## config.mk

```make
export PLATFORM = sky130hd
export DESIGN_NAME = i2c_master_transfer_sequencer
export DESIGN_NICKNAME = d
export VERILOG_FILES = /design/src/i2cms_pkg.sv /design/src/i2cms_step.sv /design/src/i2c_master_transfer_sequencer.sv
export SDC_FILE = /design/constraint.sdc
export NUM_CORES = 1
export LEC_CHECK = 0
export ABC_AREA = 1
export BUFFER_PORTS_ARGS = -buffer_cell sky130_fd_sc_hd__clkbuf_2
export CORE_MARGIN = 4
export CORE_UTILIZATION = 40
export CTS_BUF_LIST = sky130_fd_sc_hd__clkbuf_8 sky130_fd_sc_hd__clkbuf_16
export DETAILED_ROUTE_END_ITERATION = 7
export PLACE_DENSITY_LB_ADDON = 0.1
export SLEW_MARGIN = 20
export SYNTH_ARGS = -nofsm -noshare
export SYNTH_HDL_FRONTEND = slang
export SYNTH_SLANG_ARGS = --single-unit
```

## constraint.sdc

```tcl
create_clock -name clk_i -period 2.1 [get_ports clk_i]
set_input_delay 0.21 -clock clk_i [delete_from_list [all_inputs] [get_ports clk_i]]
set_output_delay 0.21 -clock clk_i [all_outputs]
set_load 0.005 [all_outputs]
```

## src/i2cms_pkg.sv

```systemverilog
// ----------------------------------------------------------------------------
// I2C master transfer sequencer package
// Shared types, codes and status constants for the transfer sequencer.
// ----------------------------------------------------------------------------
package i2cms_pkg;

  // Transfer phase
  typedef enum logic [2:0] {
    PH_IDLE   = 3'd0,
    PH_WR     = 3'd1,
    PH_RD     = 3'd2,
    PH_WR16   = 3'd3,
    PH_RD16   = 3'd4,
    PH_RDADDR = 3'd5
  } phase_e;

  // Error kept during a transfer
  localparam logic [1:0] ERR_OK   = 2'd0;
  localparam logic [1:0] ERR_NACK = 2'd1;
  localparam logic [1:0] ERR_ARB  = 2'd2;
  localparam logic [1:0] ERR_BUS  = 2'd3;

  // Reported status
  localparam logic [2:0] ST_OK      = 3'd0;
  localparam logic [2:0] ST_BUSY    = 3'd4;
  localparam logic [2:0] ST_INVALID = 3'd5;

  // Start and acknowledge control
  localparam logic [1:0] START_LEAVE = 2'd0;
  localparam logic [1:0] START_SET   = 2'd1;
  localparam logic [1:0] START_CLR   = 2'd2;
  localparam logic [1:0] ACK_LEAVE   = 2'd0;
  localparam logic [1:0] ACK_EN      = 2'd1;
  localparam logic [1:0] ACK_DIS     = 2'd2;

  // Transfer modes
  localparam logic [1:0] MODE_PTR8   = 2'd0;
  localparam logic [1:0] MODE_PTR16  = 2'd1;
  localparam logic [1:0] MODE_RDONLY = 2'd2;

  // Configuration register indexes
  localparam logic CFG_SLAVE_ADDR = 1'b0;
  localparam logic CFG_MODE       = 1'b1;

  // Request kinds
  localparam logic REQ_TRANSFER = 1'b0;

  // Bus engine status codes
  localparam logic [7:0] SC_BUS_ERR    = 8'h00;
  localparam logic [7:0] SC_START      = 8'h08;
  localparam logic [7:0] SC_RSTART     = 8'h10;
  localparam logic [7:0] SC_SLAW_ACK   = 8'h18;
  localparam logic [7:0] SC_SLAW_NACK  = 8'h20;
  localparam logic [7:0] SC_DATA_ACK   = 8'h28;
  localparam logic [7:0] SC_DATA_NACK  = 8'h30;
  localparam logic [7:0] SC_ARB_LOST   = 8'h38;
  localparam logic [7:0] SC_SLAR_ACK   = 8'h40;
  localparam logic [7:0] SC_SLAR_NACK  = 8'h48;
  localparam logic [7:0] SC_RX_ACK     = 8'h50;
  localparam logic [7:0] SC_RX_NACK    = 8'h58;

  typedef struct packed {
    logic        req_type;
    logic        op_read;
    logic [15:0] location;
    logic [15:0] byte_count;
    logic [7:0]  status_code;
    logic [7:0]  rx_byte;
    logic [7:0]  tx_byte;
  } item_t;

  typedef struct packed {
    logic       tx_load;
    logic [7:0] tx_value;
    logic [1:0] start_action;
    logic [1:0] ack_action;
    logic       stop_request;
    logic       rx_valid;
    logic       done_res;
    logic [2:0] status;
  } result_t;

  typedef struct packed {
    phase_e      phase;
    logic [15:0] remaining;
    logic [15:0] pointer_value;
    logic [1:0]  error_code;
    logic [6:0]  addr;
  } state_t;

endpackage

```

## src/i2cms_step.sv

```systemverilog
// ----------------------------------------------------------------------------
// I2C master sequencer step logic
// Decides the next bus action and the next state for one request or event.
// ----------------------------------------------------------------------------
module i2cms_step (
  input  i2cms_pkg::item_t   item_i,
  input  i2cms_pkg::state_t  state_i,
  input  logic [6:0]         slave_address_i,
  input  logic [1:0]         transfer_mode_i,
  output i2cms_pkg::result_t res_o,
  output i2cms_pkg::state_t  state_o
);

  logic        mode_ok;
  logic [15:0] rem_dec;
  logic        busy;

  assign busy    = (state_i.phase != i2cms_pkg::PH_IDLE);
  // receive never wraps below zero
  assign rem_dec = (state_i.remaining != 16'd0) ? state_i.remaining - 16'd1 : 16'd0;

  always_comb begin
    res_o   = '0;
    state_o = state_i;
    mode_ok = 1'b1;
    if (item_i.req_type == i2cms_pkg::REQ_TRANSFER) begin
      if (busy) begin
        res_o.done_res = 1'b1;
        res_o.status   = i2cms_pkg::ST_BUSY;
      end else if (item_i.byte_count == 16'd0) begin
        res_o.done_res = 1'b1;
        res_o.status   = i2cms_pkg::ST_OK;
      end else begin
        case (transfer_mode_i)
          i2cms_pkg::MODE_PTR8: begin
            state_o.pointer_value = {item_i.location[7:0], 8'h00};
            state_o.phase = item_i.op_read ? i2cms_pkg::PH_RD : i2cms_pkg::PH_WR;
          end
          i2cms_pkg::MODE_PTR16: begin
            state_o.pointer_value = item_i.location;
            state_o.phase = item_i.op_read ? i2cms_pkg::PH_RD16 : i2cms_pkg::PH_WR16;
          end
          i2cms_pkg::MODE_RDONLY: begin
            if (item_i.op_read) begin
              state_o.phase = i2cms_pkg::PH_RDADDR;
            end else begin
              mode_ok = 1'b0;
            end
          end
          default: mode_ok = 1'b0;
        endcase
        if (mode_ok) begin
          state_o.remaining    = item_i.byte_count;
          state_o.addr         = slave_address_i;
          state_o.error_code   = i2cms_pkg::ERR_OK;
          res_o.start_action   = i2cms_pkg::START_SET;
        end else begin
          state_o              = state_i;
          res_o.done_res       = 1'b1;
          res_o.status         = i2cms_pkg::ST_INVALID;
        end
      end
    end else if (busy) begin
      case (item_i.status_code)
        i2cms_pkg::SC_START, i2cms_pkg::SC_RSTART: begin
          state_o.error_code = i2cms_pkg::ERR_OK;
          res_o.tx_load      = 1'b1;
          res_o.tx_value     = {state_i.addr, state_i.phase == i2cms_pkg::PH_RDADDR};
          res_o.ack_action   = i2cms_pkg::ACK_EN;
          res_o.start_action = i2cms_pkg::START_CLR;
        end
        i2cms_pkg::SC_SLAW_ACK: begin
          res_o.tx_load    = 1'b1;
          res_o.tx_value   = state_i.pointer_value[15:8];
          res_o.ack_action = i2cms_pkg::ACK_EN;
        end
        i2cms_pkg::SC_DATA_ACK: begin
          if (state_i.phase == i2cms_pkg::PH_WR16 || state_i.phase == i2cms_pkg::PH_RD16) begin
            res_o.tx_load    = 1'b1;
            res_o.tx_value   = state_i.pointer_value[7:0];
            res_o.ack_action = i2cms_pkg::ACK_EN;
            state_o.phase = (state_i.phase == i2cms_pkg::PH_WR16) ? i2cms_pkg::PH_WR
                                                                   : i2cms_pkg::PH_RD;
          end else if (state_i.phase == i2cms_pkg::PH_RD) begin
            // pointer sent, turn round with a repeated start
            res_o.start_action = i2cms_pkg::START_SET;
            res_o.ack_action   = i2cms_pkg::ACK_EN;
            state_o.phase      = i2cms_pkg::PH_RDADDR;
          end else if (state_i.remaining != 16'd0) begin
            res_o.tx_load     = 1'b1;
            res_o.tx_value    = item_i.tx_byte;
            res_o.ack_action  = i2cms_pkg::ACK_EN;
            state_o.remaining = state_i.remaining - 16'd1;
          end else begin
            res_o.stop_request = 1'b1;
            res_o.ack_action   = i2cms_pkg::ACK_EN;
            res_o.done_res     = 1'b1;
            res_o.status       = {1'b0, state_i.error_code};
            state_o.phase      = i2cms_pkg::PH_IDLE;
          end
        end
        i2cms_pkg::SC_SLAW_NACK, i2cms_pkg::SC_DATA_NACK, i2cms_pkg::SC_SLAR_NACK: begin
          res_o.stop_request = 1'b1;
          res_o.done_res     = 1'b1;
          res_o.status       = {1'b0, i2cms_pkg::ERR_NACK};
          state_o.remaining  = 16'd0;
          state_o.error_code = i2cms_pkg::ERR_NACK;
          state_o.phase      = i2cms_pkg::PH_IDLE;
        end
        i2cms_pkg::SC_ARB_LOST: begin
          res_o.stop_request = 1'b1;
          res_o.done_res     = 1'b1;
          res_o.status       = {1'b0, i2cms_pkg::ERR_ARB};
          state_o.remaining  = 16'd0;
          state_o.error_code = i2cms_pkg::ERR_ARB;
          state_o.phase      = i2cms_pkg::PH_IDLE;
        end
        i2cms_pkg::SC_SLAR_ACK: begin
          res_o.ack_action = (state_i.remaining > 16'd1) ? i2cms_pkg::ACK_EN
                                                         : i2cms_pkg::ACK_DIS;
        end
        i2cms_pkg::SC_RX_ACK: begin
          state_o.remaining = rem_dec;
          res_o.rx_valid    = 1'b1;
          res_o.ack_action  = (rem_dec > 16'd1) ? i2cms_pkg::ACK_EN : i2cms_pkg::ACK_DIS;
        end
        i2cms_pkg::SC_RX_NACK: begin
          state_o.remaining  = rem_dec;
          res_o.rx_valid     = 1'b1;
          res_o.stop_request = 1'b1;
          res_o.done_res     = 1'b1;
          res_o.status       = {1'b0, state_i.error_code};
          state_o.phase      = i2cms_pkg::PH_IDLE;
        end
        i2cms_pkg::SC_BUS_ERR: begin
          res_o.stop_request = 1'b1;
          res_o.done_res     = 1'b1;
          res_o.status       = {1'b0, i2cms_pkg::ERR_BUS};
          state_o.error_code = i2cms_pkg::ERR_BUS;
          state_o.phase      = i2cms_pkg::PH_IDLE;
        end
        default: ;
      endcase
    end
  end

endmodule

```

## src/i2c_master_transfer_sequencer.sv

```systemverilog
// ----------------------------------------------------------------------------
// I2C master transfer sequencer
// Turns transfer requests and byte engine status events into bus actions.
// ----------------------------------------------------------------------------
// Usage:
//   Input channel (in_valid_i/in_ready_o) carries either a transfer request
//   (req_type 0) or a bus status event (req_type 1). Every accepted item gives
//   exactly one result on the output channel (out_valid_o/out_ready_i).
//   Configuration registers (0 slave address, 1 transfer mode) are written
//   through cfg_valid_i/cfg_index_i/cfg_data_i; cfg_ready_o is always high.
//   Write them only while no transfer is pending.
//   An item is captured in the input register and decided from there into
//   the result register once that register is free or being read.
//   Throughput is one item per cycle while the receiver does not stall; the
//   single decision stage between the two registers sets that.
//   When the receiver stalls, the result register holds and the input
//   register fills; in_ready_o drops only once both are occupied.
//   Reset clears the channels, the configuration and the transfer state to
//   idle.
// ----------------------------------------------------------------------------
module i2c_master_transfer_sequencer (
  input  logic        clk_i,
  input  logic        rst_ni,
  input  logic        cfg_valid_i,
  output logic        cfg_ready_o,
  input  logic        cfg_index_i,
  input  logic [6:0]  cfg_data_i,
  input  logic        in_valid_i,
  output logic        in_ready_o,
  input  logic        req_type_i,
  input  logic        op_read_i,
  input  logic [15:0] location_i,
  input  logic [15:0] byte_count_i,
  input  logic [7:0]  status_code_i,
  input  logic [7:0]  rx_byte_i,
  input  logic [7:0]  tx_byte_i,
  output logic        out_valid_o,
  input  logic        out_ready_i,
  output logic        tx_load_o,
  output logic [7:0]  tx_value_o,
  output logic [1:0]  start_action_o,
  output logic [1:0]  ack_action_o,
  output logic        stop_request_o,
  output logic        rx_valid_o,
  output logic        done_res_o,
  output logic [2:0]  status_o
);

  logic [6:0]         slave_address_q;
  logic [1:0]         transfer_mode_q;
  logic               s1_valid_q;
  i2cms_pkg::item_t   s1_item_q;
  logic               out_valid_q;
  i2cms_pkg::result_t out_res_q;
  i2cms_pkg::state_t  state_q;
  i2cms_pkg::state_t  state_d;
  i2cms_pkg::result_t res_d;
  logic               adv;
  logic               fire;

  assign cfg_ready_o = 1'b1;
  assign adv         = !out_valid_q || out_ready_i;
  assign fire        = s1_valid_q && adv;
  assign in_ready_o  = !s1_valid_q || adv;

  always_ff @(posedge clk_i or negedge rst_ni) begin
    if (!rst_ni) begin
      slave_address_q <= '0;
      transfer_mode_q <= '0;
    end else if (cfg_valid_i) begin
      if (cfg_index_i == i2cms_pkg::CFG_SLAVE_ADDR) begin
        slave_address_q <= cfg_data_i;
      end else begin
        transfer_mode_q <= cfg_data_i[1:0];
      end
    end
  end

  always_ff @(posedge clk_i or negedge rst_ni) begin
    if (!rst_ni) begin
      s1_valid_q <= 1'b0;
    end else if (in_ready_o) begin
      s1_valid_q <= in_valid_i;
    end
  end

  always_ff @(posedge clk_i) begin
    if (in_ready_o && in_valid_i) begin
      s1_item_q <= '{req_type: req_type_i, op_read: op_read_i, location: location_i,
                     byte_count: byte_count_i, status_code: status_code_i,
                     rx_byte: rx_byte_i, tx_byte: tx_byte_i};
    end
  end

  i2cms_step u_step (
    .item_i          (s1_item_q),
    .state_i         (state_q),
    .slave_address_i (slave_address_q),
    .transfer_mode_i (transfer_mode_q),
    .res_o           (res_d),
    .state_o         (state_d)
  );

  always_ff @(posedge clk_i or negedge rst_ni) begin
    if (!rst_ni) begin
      state_q     <= '{phase: i2cms_pkg::PH_IDLE, remaining: '0, pointer_value: '0,
                       error_code: i2cms_pkg::ERR_OK, addr: '0};
      out_valid_q <= 1'b0;
    end else if (fire) begin
      state_q     <= state_d;
      out_valid_q <= 1'b1;
    end else if (out_ready_i) begin
      out_valid_q <= 1'b0;
    end
  end

  always_ff @(posedge clk_i) begin
    if (fire) begin
      out_res_q <= res_d;
    end
  end

  assign out_valid_o    = out_valid_q;
  assign tx_load_o      = out_res_q.tx_load;
  assign tx_value_o     = out_res_q.tx_value;
  assign start_action_o = out_res_q.start_action;
  assign ack_action_o   = out_res_q.ack_action;
  assign stop_request_o = out_res_q.stop_request;
  assign rx_valid_o     = out_res_q.rx_valid;
  assign done_res_o     = out_res_q.done_res;
  assign status_o       = out_res_q.status;

endmodule

```

==> results.ini, run 1 <==
[run]
cap_violations=0

[timing]
final-hold-violation-count=0
setup_viol=0
drv_slew=0
max_clock_freq_mhz=481
worst_pin_slew_ps=754
finalCritPeriodShare_pct=99.0
post-route-min-period_ps=2080
clock_skew_ps=9.30
slew-limit-headroom_pct=49.7

[setup_path]
crit_top_cell=nand2_2
critPathKind=flip-flop to flip-flop
cp-end-kind=flip-flop
critPathBufInv=2
slowest_stage=dfrtp_2
cp.required_ps=2440
arrival_ps=2420
cpPeakStageDelay_ps=460
path_max_fanout=8
worstPathCellList=inv_4, ha_4, or2_4, o21bai_4, nand2_2, nand3_2, nor3b_2, nand2_2, nor2_4, clkbuf_16, nand2_2, o21ai_2
start_kind=flip-flop
path_delay_family=simple AND/OR/NAND/NOR gates
ff2ff_setup_slack_ps=20

[clock_network]
cts.sinks=124
cts_made_buffers=17
cts.path.max_buffers=2
h-tree-depth=4
clk_pin_slew_ps=60
cts_tree=done
worstSkewPairLatency_ps=420
clock-root-buffer=clkbuf_16

[synth]
synth_top_area_cell=edfxtp_1
yosysWarnings=0
synth-simple-area-share_pct=25.3
ys.flop_type=edfxtp_1
yosys.cell_types.count=48
synthCells=660
netlist_area_um2=6220
syn_area_per_cell_um2=9.42
ys_seq_elements=124
synthTopCellsByArea=edfxtp_1, dfrtp_1, nand2_1
netlist.area_leader.share_pct=33.3
synth_compound_area_share_pct=10.0
synth_fa_ha_area_share_pct=2.01
ys_seq_area_share_pct=55.5
synth_mux_area_share_pct=0.906
syn_nets=741
synth_top_family_by_area=simple AND/OR/NAND/NOR gates
async_flop_share_pct=44.4
synthXorXnorAreaFrac_pct=0.282
synth_edf_count=69

[global_routing]
grt_max_degree=56
grt_pass1_vias=5317
antenna_found_initial=0
overflow=0
grt_pass1_wl_um=26600
grt_usage_pct=19.1

[detailed_routing]
drt-vias-per-instance=5.05
drc=0
drt_iter0_markers=327
ant_nets=0
dr_total_vias=5214
wl_per_cell_um=15.9
dr.pass1.iters=5
wl_um=16400

[finish]
fin_area_um2=8220
antenna_cells=0
final_common_cell=nand2_1
drive_gt1_share_pct=27.8
area_growth_pct=32.3
layout_common_cells=nand2_1, clkbuf_2, edfxtp_1
nets=913
n_fill_cell=1355
stdcell_count=1033

[floorplan]
ios=93
dieArea_um2=17600
die_h_um=133
die_width_um=133
coreArea_um2=15200
fp-row-count=45
start_util_pct=40.9

[power]
powerDensity_nw_per_um2=1180
peakVddDrop_mv=0.618
leakagePower_nw=3.73

[placed_design]
globalplace.congestion=0.851
dpl_cell_area_um2=6950
dp_cells=937
hpwl_um=11400
io_buffers=83

[min_path]
hp-class=primary input to flip-flop

[run_status]
outcome=finished, final reports clean

report_power, final:
group          total, mW  leakage (nW)  switching, mW  internal [mW]
logic               3.45          2.08           2.10           1.35
registers           3.54          1.36          0.390           3.15
clock network       2.70         0.281           1.07           1.64
total               9.69          3.73           3.56           6.14
registers in the layout, summed over array words and instances, names as in the netlist:
register,count
stop_request_o,1
slave_address_q,7
s1_valid_q,1
tx_load_o,1
start_action_o,2
done_res_o,1
transfer_mode_q,2
ack_action_o,2
tx_value_o,8
out_valid_o,1
s1_item_q,50
status_o,3
rx_valid_o,1
state_q,44
per-stage QoR:
stage	TNS [ps]	setup slack, ps	utilization [%]	total power, mW	hold WS [ps]
finish	0	20.6	54.1	9.69	24.1
global route	-194	-34.7	54.1	10.3	18.3
CTS	0	83.2	52.7	9.44	7.03
detailed placement	0	118	45.7	6.64	389
global placement	0	150	45.7	6.60	387
floorplan	0	107	-	5.71	-85.6
final cells by class:
type | instances | area, µm² | share of cell area [%]
inverter | 72 | 273 | 3.32
sequential | 124 | 3450 | 42.0
clock inverter | 14 | 108 | 1.31
timing repair buffer | 165 | 1250 | 15.2
tap | 188 | 235 | 2.86
clock buffer | 18 | 439 | 5.34
multi-input combinational | 452 | 2470 | 30.0
repair_timing:
item | in CTS | in global routing
endpoints found under the setup margin | 0 | 23
setup buffers | 0 | 10
endpoints found under the hold margin | 91 | 0
resized for setup | 0 | 25
hold buffers | 51 | 0
per-layer routing:
| layer | up-vias | wire (µm) | part of all wire (%) | GRT usage (%) |
|---|---|---|---|---|
| li1 | 2546 | - | - | - |
| met1 | 2496 | 7220 | 44 | 24.1 |
| met2 | 143 | 8040 | 49 | 32.2 |
| met3 | 29 | 729 | 4.4 | 4.14 |
| met4 | 0 | 427 | 2.6 | 7.27 |
| met5 | - | 0 | 0 | 0 |
cell families (layout without fill, tap and decap cells):
group / count (synthesis) / after routing
other: 1 / 1
flip-flops: 124 / 124
adder cells (fa/ha/maj): 10 / 10
AND/OR/NAND/NOR: 339 / 339
AO/OA/AOI/OAI: 95 / 95
buffers and inverters: 84 / 269
multiplexers: 5 / 5
XOR/XNOR: 2 / 2
Yosys cell counts, types with 3 or more instances:
cell and n:
a21o_1 3, a21oi_1 13, a22oi_1 5, a31oi_1 3, a32oi_1 3, buf_4 3
buf_6 6, dfrtp_1 55, edfxtp_1 69, ha_1 10, inv_1 60, inv_2 10
mux2_2 5, nand2_1 189, nand2_2 15, nand3_1 48, nand3b_1 4, nand4_1 9
nor2_1 47, nor2_2 9, nor2_4 6, o21a_1 5, o21ai_0 28, o21ai_1 6
o21ai_2 16, o22ai_1 5
path summary, 6_finish.rpt:
path | from | end | cells past startpoint
max | transfer_mode_q[1] | state_q[29] | 12
min | cfg_data_i[2] | slave_address_q[2] | 2
max reg2reg | transfer_mode_q[1] | state_q[29] | 12
min reg2reg | slave_address_q[3] | state_q[3] | 2
max in group asynchronous | rst_ni | state_q[41] | 3
min in group asynchronous | rst_ni | state_q[38] | 3
Note: power is estimated with default switching activity, not from simulation.
==> run 2: changes to the inputs <==
clock period = 2.6 ns   (was 2.1 ns; I/O delays follow)
==> results.ini, run 2 (synthesized netlist as in run 1, its figures left out) <==
[run_status]
outcome=finished, final reports clean  ; unchanged

[global_routing]
grt_pass1_wl_um=24800  ; was 26,600 µm
overflow=0  ; unchanged
antenna_found_initial=0  ; unchanged
grt_usage_pct=18.2  ; was 19.1%
grt_pass1_vias=4804  ; was 5,317
grt_max_degree=36  ; was 56

[power]
clkPwrFrac_pct=29.6  ; was 27.9%
p_sw_mw=2.79  ; was 3.56 mW
sequentialPowerShare_pct=38.1  ; was 36.5%
combPwrFrac_pct=32.3  ; was 35.6%
leakagePower_nw=3.44  ; was 3.73 nW
peakVddDrop_mv=0.534  ; was 0.618 mV
swShare_pct=37.3  ; was 36.7%
cell_internal_pwr_mw=4.69  ; was 6.14 mW
powerDensity_nw_per_um2=988  ; was 1180 nW/µm²

[placed_design]
hpwl_um=11600  ; was 11,400 µm
globalplace.congestion=0.846  ; was 0.851
dpl_cell_area_um2=6840  ; was 6950 µm²
io_buffers=83  ; unchanged

[clock_network]
post_cts_resize_count=0  ; unchanged
h-tree-depth=4  ; unchanged
cts_tree=done  ; unchanged
clk_pin_slew_ps=60  ; about the same
cts.sinks=124  ; unchanged
cts.path.max_buffers=2  ; unchanged
cts_made_buffers=17  ; unchanged
clock-root-buffer=clkbuf_16  ; unchanged
cts_setup_buffers=0  ; unchanged
worstSkewPairLatency_ps=420  ; about the same

[floorplan]
ios=93  ; unchanged
die_width_um=133  ; unchanged
start_util_pct=40.9  ; unchanged
fp-row-count=45  ; unchanged
coreArea_um2=15200  ; unchanged
die_h_um=133  ; unchanged
dieArea_um2=17600  ; unchanged

[min_path]
hp-class=primary input to flip-flop  ; unchanged

[finish]
max_flop_register=s1_item_q  ; unchanged
multiInputGateArea_um2=2390  ; was 2470 µm²
antenna_cells=0  ; unchanged
largest_register_ffs=50  ; unchanged
final_core_util_pct=49.8  ; was 54.1%
drive_gt1_share_pct=24.6  ; was 27.8%
area_growth_pct=21.8  ; was 32.3%
nets=858  ; was 913
fin_area_um2=7570  ; was 8220 µm²
regArea_um2=3450  ; about the same
n_fill_cell=1428  ; was 1,355
final_common_cell=nand2_1  ; unchanged
layout_common_cells=nand2_1, clkbuf_2, edfxtp_1  ; unchanged

[detailed_routing]
drc=0  ; unchanged
wl_um=15400  ; was 16,400 µm
dr.pass1.iters=4  ; was 5
ant_nets=0  ; unchanged
drt-vias-per-instance=5.03  ; was 5.05
dr_total_vias=4919  ; was 5,214
wl_per_cell_um=15.8  ; was 15.9 µm
drt_iter0_markers=336  ; was 327

[setup_path]
slowest_stage=edfxtp_1  ; was dfrtp_2
critPathKind=flip-flop to flip-flop  ; unchanged
cp.required_ps=2870  ; was 2440 ps
path_delay_family=simple AND/OR/NAND/NOR gates  ; unchanged
start_kind=flip-flop  ; unchanged
crit_top_cell=nand3_1  ; was nand2_2
arrival_ps=2380  ; was 2420 ps
critPathBufInv=1  ; was 2
cp-end-kind=flip-flop  ; unchanged
path_max_fanout=14  ; was 8
cpPeakStageDelay_ps=390  ; was 460 ps
worstPathCellList=nand3b_4, nor2_4, nand3_1, inv_2, nand3_1, o21ai_1, nand2_1, nand2_1, nand3_1, o21ai_1  ; was inv_4, ha_4, or2_4, o21bai_4, nand2_2, nand3_2, nor3b_2, nand2_2, nor2_4, clkbuf_16, nand2_2, o21ai_2

[timing]
setup-tns-final_ps=0  ; unchanged
clock_skew_ps=10.1  ; was 9.30 ps
setup_viol=0  ; unchanged
max_clock_freq_mhz=473  ; was 481 MHz
drv_slew=0  ; unchanged
slew-limit-headroom_pct=58.6  ; was 49.7%
rsz0062_at_grt=no
final-hold-violation-count=0  ; unchanged
finalCritPeriodShare_pct=81.4  ; was 99.0%
post-route-min-period_ps=2120  ; was 2080 ps
worst_pin_slew_ps=620  ; was 754 ps

[run]
cap_violations=0  ; unchanged

run 2: worst paths after layout:
| check | depth (start not counted) | from | slack [ps] | end |
|---|---|---|---|---|
| hold reg to reg | 2 | slave_address_q[5] | 470 | state_q[5] |
| max in group asynchronous | 3 | rst_ni | 1800 | state_q[21] |
| hold / removal | 1 | status_code_i[2] | 10 | s1_item_q[18] |
| setup reg to reg | 10 | s1_item_q[18] | 480 | status_o[0] |
| setup / recovery | 10 | s1_item_q[18] | 480 | status_o[0] |
| min in group asynchronous | 3 | rst_ni | 360 | state_q[34] |
run 2: final cells by class:
| class | instances | share of cell area (%) |
|---|---|---|
| clock inverters | 14 | 1.40 |
| repair buffers | 110 | 8.93 |
| clock buffers | 18 | 5.80 |
| flip-flops and latches | 124 | 45.6 |
| multi-input cells | 452 | 31.6 |
| inverters | 72 | 3.57 |
| well taps | 188 | 3.11 |
run 2: layer usage:
| metal | vias up | track usage (%) | wire (µm) |
|---|---|---|---|
| li1 | 2444 | - | - |
| met1 | 2326 | 23.5 | 6830 |
| met2 | 125 | 30.3 | 7600 |
| met3 | 24 | 4.60 | 744 |
| met4 | 0 | 5.48 | 260 |
| met5 | - | 0 | 0 |
run 2: through the flow:
step	hold WS, ps	setup slack (ps)	total power, mW	instances
floorplan	-35.6	607	4.61	660
global placement	270	553	5.22	928
detailed placement	276	516	5.27	928
CTS	0.0977	499	7.53	976
finish	14.2	484	7.48	978
global route	-0.747	262	7.96	978
run 2: power by group through the flow:
stage | clock network (mW) | registers [mW] | logic [mW]
floorplan | 0 | 2.80 | 1.81
global placement | 0 | 2.87 | 2.35
detailed placement | 0 | 2.88 | 2.39
CTS | 2.27 | 2.85 | 2.42
global route | 2.34 | 2.90 | 2.73
finish | 2.22 | 2.85 | 2.41
run 2: worst reg2reg max path: cells and delay by family (launching register included):
kind	cells	cell delay [ps]
and+or+nand+nor	7	970
DFF	1	390
AOI/OAI and AO/OA	2	330
buffers and inverters	1	280
run 2: what timing repair did:
item	CTS	global route
setup endpoints to repair	0	0
hold endpoints to repair	70	2
hold buffers	16	2
==> run 3: changes to the inputs <==
ABC_AREA = 0   (was 1)
clock period = 2.2 ns   (was 2.6 ns; I/O delays follow)
==> results.ini, run 3 <==
[run_status]
outcome=finished, violations left  ; was finished, final reports clean
failed_checks=setup timing

[detailed_routing]
wl_per_cell_um=16.9  ; was 15.8 µm
drc=0  ; unchanged
dr.pass1.iters=5  ; was 4
dr_total_vias=4720  ; was 4,919
drt-vias-per-instance=5.24  ; was 5.03
drt_iter0_markers=380  ; was 336
wl_um=15300  ; was 15,400 µm
ant_nets=0  ; unchanged

[floorplan]
die_width_um=130  ; was 133 µm
coreArea_um2=14500  ; was 15,200 µm²
ios=93  ; unchanged
start_util_pct=40.8  ; was 40.9%
fp-row-count=44  ; was 45
die_h_um=130  ; was 133 µm
dieArea_um2=16800  ; was 17,600 µm²

[power]
clkPwrFrac_pct=31.4  ; was 29.6%
leakagePower_nw=3.45  ; was 3.44 nW
peakVddDrop_mv=0.680  ; was 0.534 mV
p_total_mw=8.69  ; was 7.48 mW
powerDensity_nw_per_um2=1040  ; was 988 nW/µm²
p_sw_mw=2.71  ; was 2.79 mW
sequentialPowerShare_pct=37.1  ; was 38.1%
swShare_pct=31.2  ; was 37.3%
cell_internal_pwr_mw=5.98  ; was 4.69 mW
combPwrFrac_pct=31.4  ; was 32.3%

[placed_design]
hpwl_um=10500  ; was 11,600 µm
globalplace.congestion=0.870  ; was 0.846
io_buffers=83  ; unchanged
dp_slack_ps=-92.1  ; was 516 ps

[global_routing]
overflow=0  ; unchanged
grt_pass1_wl_um=24300  ; was 24,800 µm
grt_pass1_vias=4657  ; was 4,804
grt_usage_pct=18.8  ; was 18.2%
antenna_found_initial=0  ; unchanged
grt_max_degree=56  ; was 36

[synth]
yosysWarnings=0  ; unchanged
ys_seq_elements=124  ; unchanged
synth_edf_count=69  ; unchanged
syn_nets=583  ; was 741
ys_seq_area_share_pct=58.2  ; was 55.5%
netlist_area_um2=5920  ; was 6220 µm²
yosysMostFrequentCell=edfxtp_1  ; was nand2_1
ys.flop_type=edfxtp_1  ; unchanged
async_flop_share_pct=44.4  ; unchanged
synthCells=502  ; was 660
synth_top_area_cell=edfxtp_1  ; unchanged
syn_area_per_cell_um2=11.8  ; was 9.42 µm²
netlist.area_leader.share_pct=35.0  ; was 33.3%
yosys.cell_types.count=71  ; was 48
synthTopCellsByCount=edfxtp_1, dfrtp_1, nand2_1, a21oi_1, nor2_1  ; was nand2_1, edfxtp_1, inv_1, dfrtp_1, nand3_1
synthTopCellsByArea=edfxtp_1, dfrtp_1, a21oi_1  ; was edfxtp_1, dfrtp_1, nand2_1

[setup_path]
worstPathCellList=inv_2, ha_4, nor4b_4, nand4_2, and3_4, nand3b_4, a2111oi_4, mux2_4  ; was nand3b_4, nor2_4, nand3_1, inv_2, nand3_1, o21ai_1, nand2_1, nand2_1, nand3_1, o21ai_1
cp-end-kind=flip-flop  ; unchanged
cp.required_ps=2500  ; was 2870 ps
slowest_stage=a2111oi_4  ; was edfxtp_1
arrival_ps=2570  ; was 2380 ps
path_max_fanout=4  ; was 14
critPathKind=flip-flop to flip-flop  ; unchanged
critPathBufInv=1  ; unchanged
cpPeakStageDelay_ps=480  ; was 390 ps
start_kind=flip-flop  ; unchanged
path_delay_family=simple AND/OR/NAND/NOR gates  ; unchanged

[finish]
layout_common_cells=clkbuf_2, edfxtp_1, buf_4  ; was nand2_1, clkbuf_2, edfxtp_1
largest_register_ffs=50  ; unchanged
area_growth_pct=40.7  ; was 21.8%
drive_gt1_share_pct=33.9  ; was 24.6%
final_core_util_pct=57.4  ; was 49.8%
max_flop_register=s1_item_q  ; unchanged
final_common_cell=clkbuf_2  ; was nand2_1
nets=785  ; was 858
antenna_cells=0  ; unchanged

[timing]
finalCritPeriodShare_pct=103  ; was 81.4%
slew-limit-headroom_pct=49.1  ; was 58.6%
drv_slew=0  ; unchanged
setup_slack_ps=-74.3  ; was 484 ps
rsz0062_at_grt=yes  ; was no
max_clock_freq_mhz=440  ; was 473 MHz
post-route-min-period_ps=2270  ; was 2120 ps
clock_skew_ps=7.90  ; was 10.1 ps
setup_viol=15  ; was 0
final-hold-violation-count=0  ; unchanged
worst_pin_slew_ps=763  ; was 620 ps

[clock_network]
h-tree-depth=4  ; unchanged
clk_pin_slew_ps=60  ; about the same
clock-root-buffer=clkbuf_16  ; unchanged
cts_made_buffers=17  ; unchanged
cts_tree=done  ; unchanged
worstSkewPairLatency_ps=410  ; was 420 ps
cts.sinks=124  ; unchanged
cts.path.max_buffers=2  ; unchanged

[run]
cap_violations=0  ; unchanged

[min_path]
hp-class=primary input to flip-flop  ; unchanged

## run 3: worst paths after layout
path                               startpoint                  to  slack [ps]  cells after the start
worst max-delay path              state_q[26]         state_q[43]         -70                      8
worst min-delay path            cfg_data_i[6]  slave_address_q[6]          40                      2
worst max register to register    state_q[26]         state_q[43]         -70                      8
worst min register to register    state_q[18]         state_q[18]         490                      2
max in group asynchronous              rst_ni          state_q[2]        1190                      3
min in group asynchronous              rst_ni         state_q[27]         500                      3
## run 3: what timing repair did
| action | CTS | global route |
|---|---|---|
| buffers inserted | 3 | 4 |
| hold buffers | 52 | 0 |
| hold endpoints to repair | 92 | 0 |
| pin swaps | 3 | 7 |
| gates resized for setup | 6 | 15 |
| endpoints found under the setup margin | 9 | 50 |
## run 3: metrics by stage
stage	std cells	cell area, µm²	hold slack [ps]	TNS, ps
3_5_place_dp	810	7090	399	-120
5_1_grt	901	8340	31.2	-2290
2_1_floorplan	502	5980	-75.6	-606
3_3_place_gp	810	7090	397	-26.9
6_report	901	8340	39.5	-417
4_1_cts	897	8260	21.4	-30.8
## run 3: kinds of logic after synthesis
group	Yosys count	synth area share, %
simple gates	153	15.1
mux	31	5.75
compound gates	139	15.5
other cells	1	0.0633
fa+ha+maj	10	2.11
xor+xnor	2	0.296
flops	124	58.2
buf+inv	42	2.96
## run 3: worst register-to-register path, stage by stage, from the launching register on
cell,delay [ps]
dfrtp_1,390
inv_2,120
ha_4,150
nor4b_4,220
nand4_2,140
and3_4,180
nand3b_4,150
a2111oi_4,480
mux2_4,330
## run 3: metal layers
layer,up-vias,GRT usage [%],wire length [µm]
met2,129,28.8,7150
met3,18,4.70,733
met5,-,0,0
met4,0,6.60,239
met1,2265,26.0,7150
li1,2308,-,-
## run 3: power by group through the flow
stage | Sequential [mW] | Clock [mW] | Combinational [mW]
2_1_floorplan | 3.18 | 0 | 1.46
3_3_place_gp | 3.24 | 0 | 2.41
3_5_place_dp | 3.26 | 0 | 2.45
4_1_cts | 3.22 | 2.80 | 2.62
5_1_grt | 3.27 | 2.91 | 2.99
6_report | 3.22 | 2.73 | 2.73
## run 3: area by class of cell
type	count	area, µm²
Fill cell	1278	6200
Sequential cell	124	3450
Multi-Input combinational cell	336	2430
Timing Repair Buffer	211	1590
Clock buffer	18	439
Tap cell	184	230
Clock inverter	14	145
Inverter	14	56.3
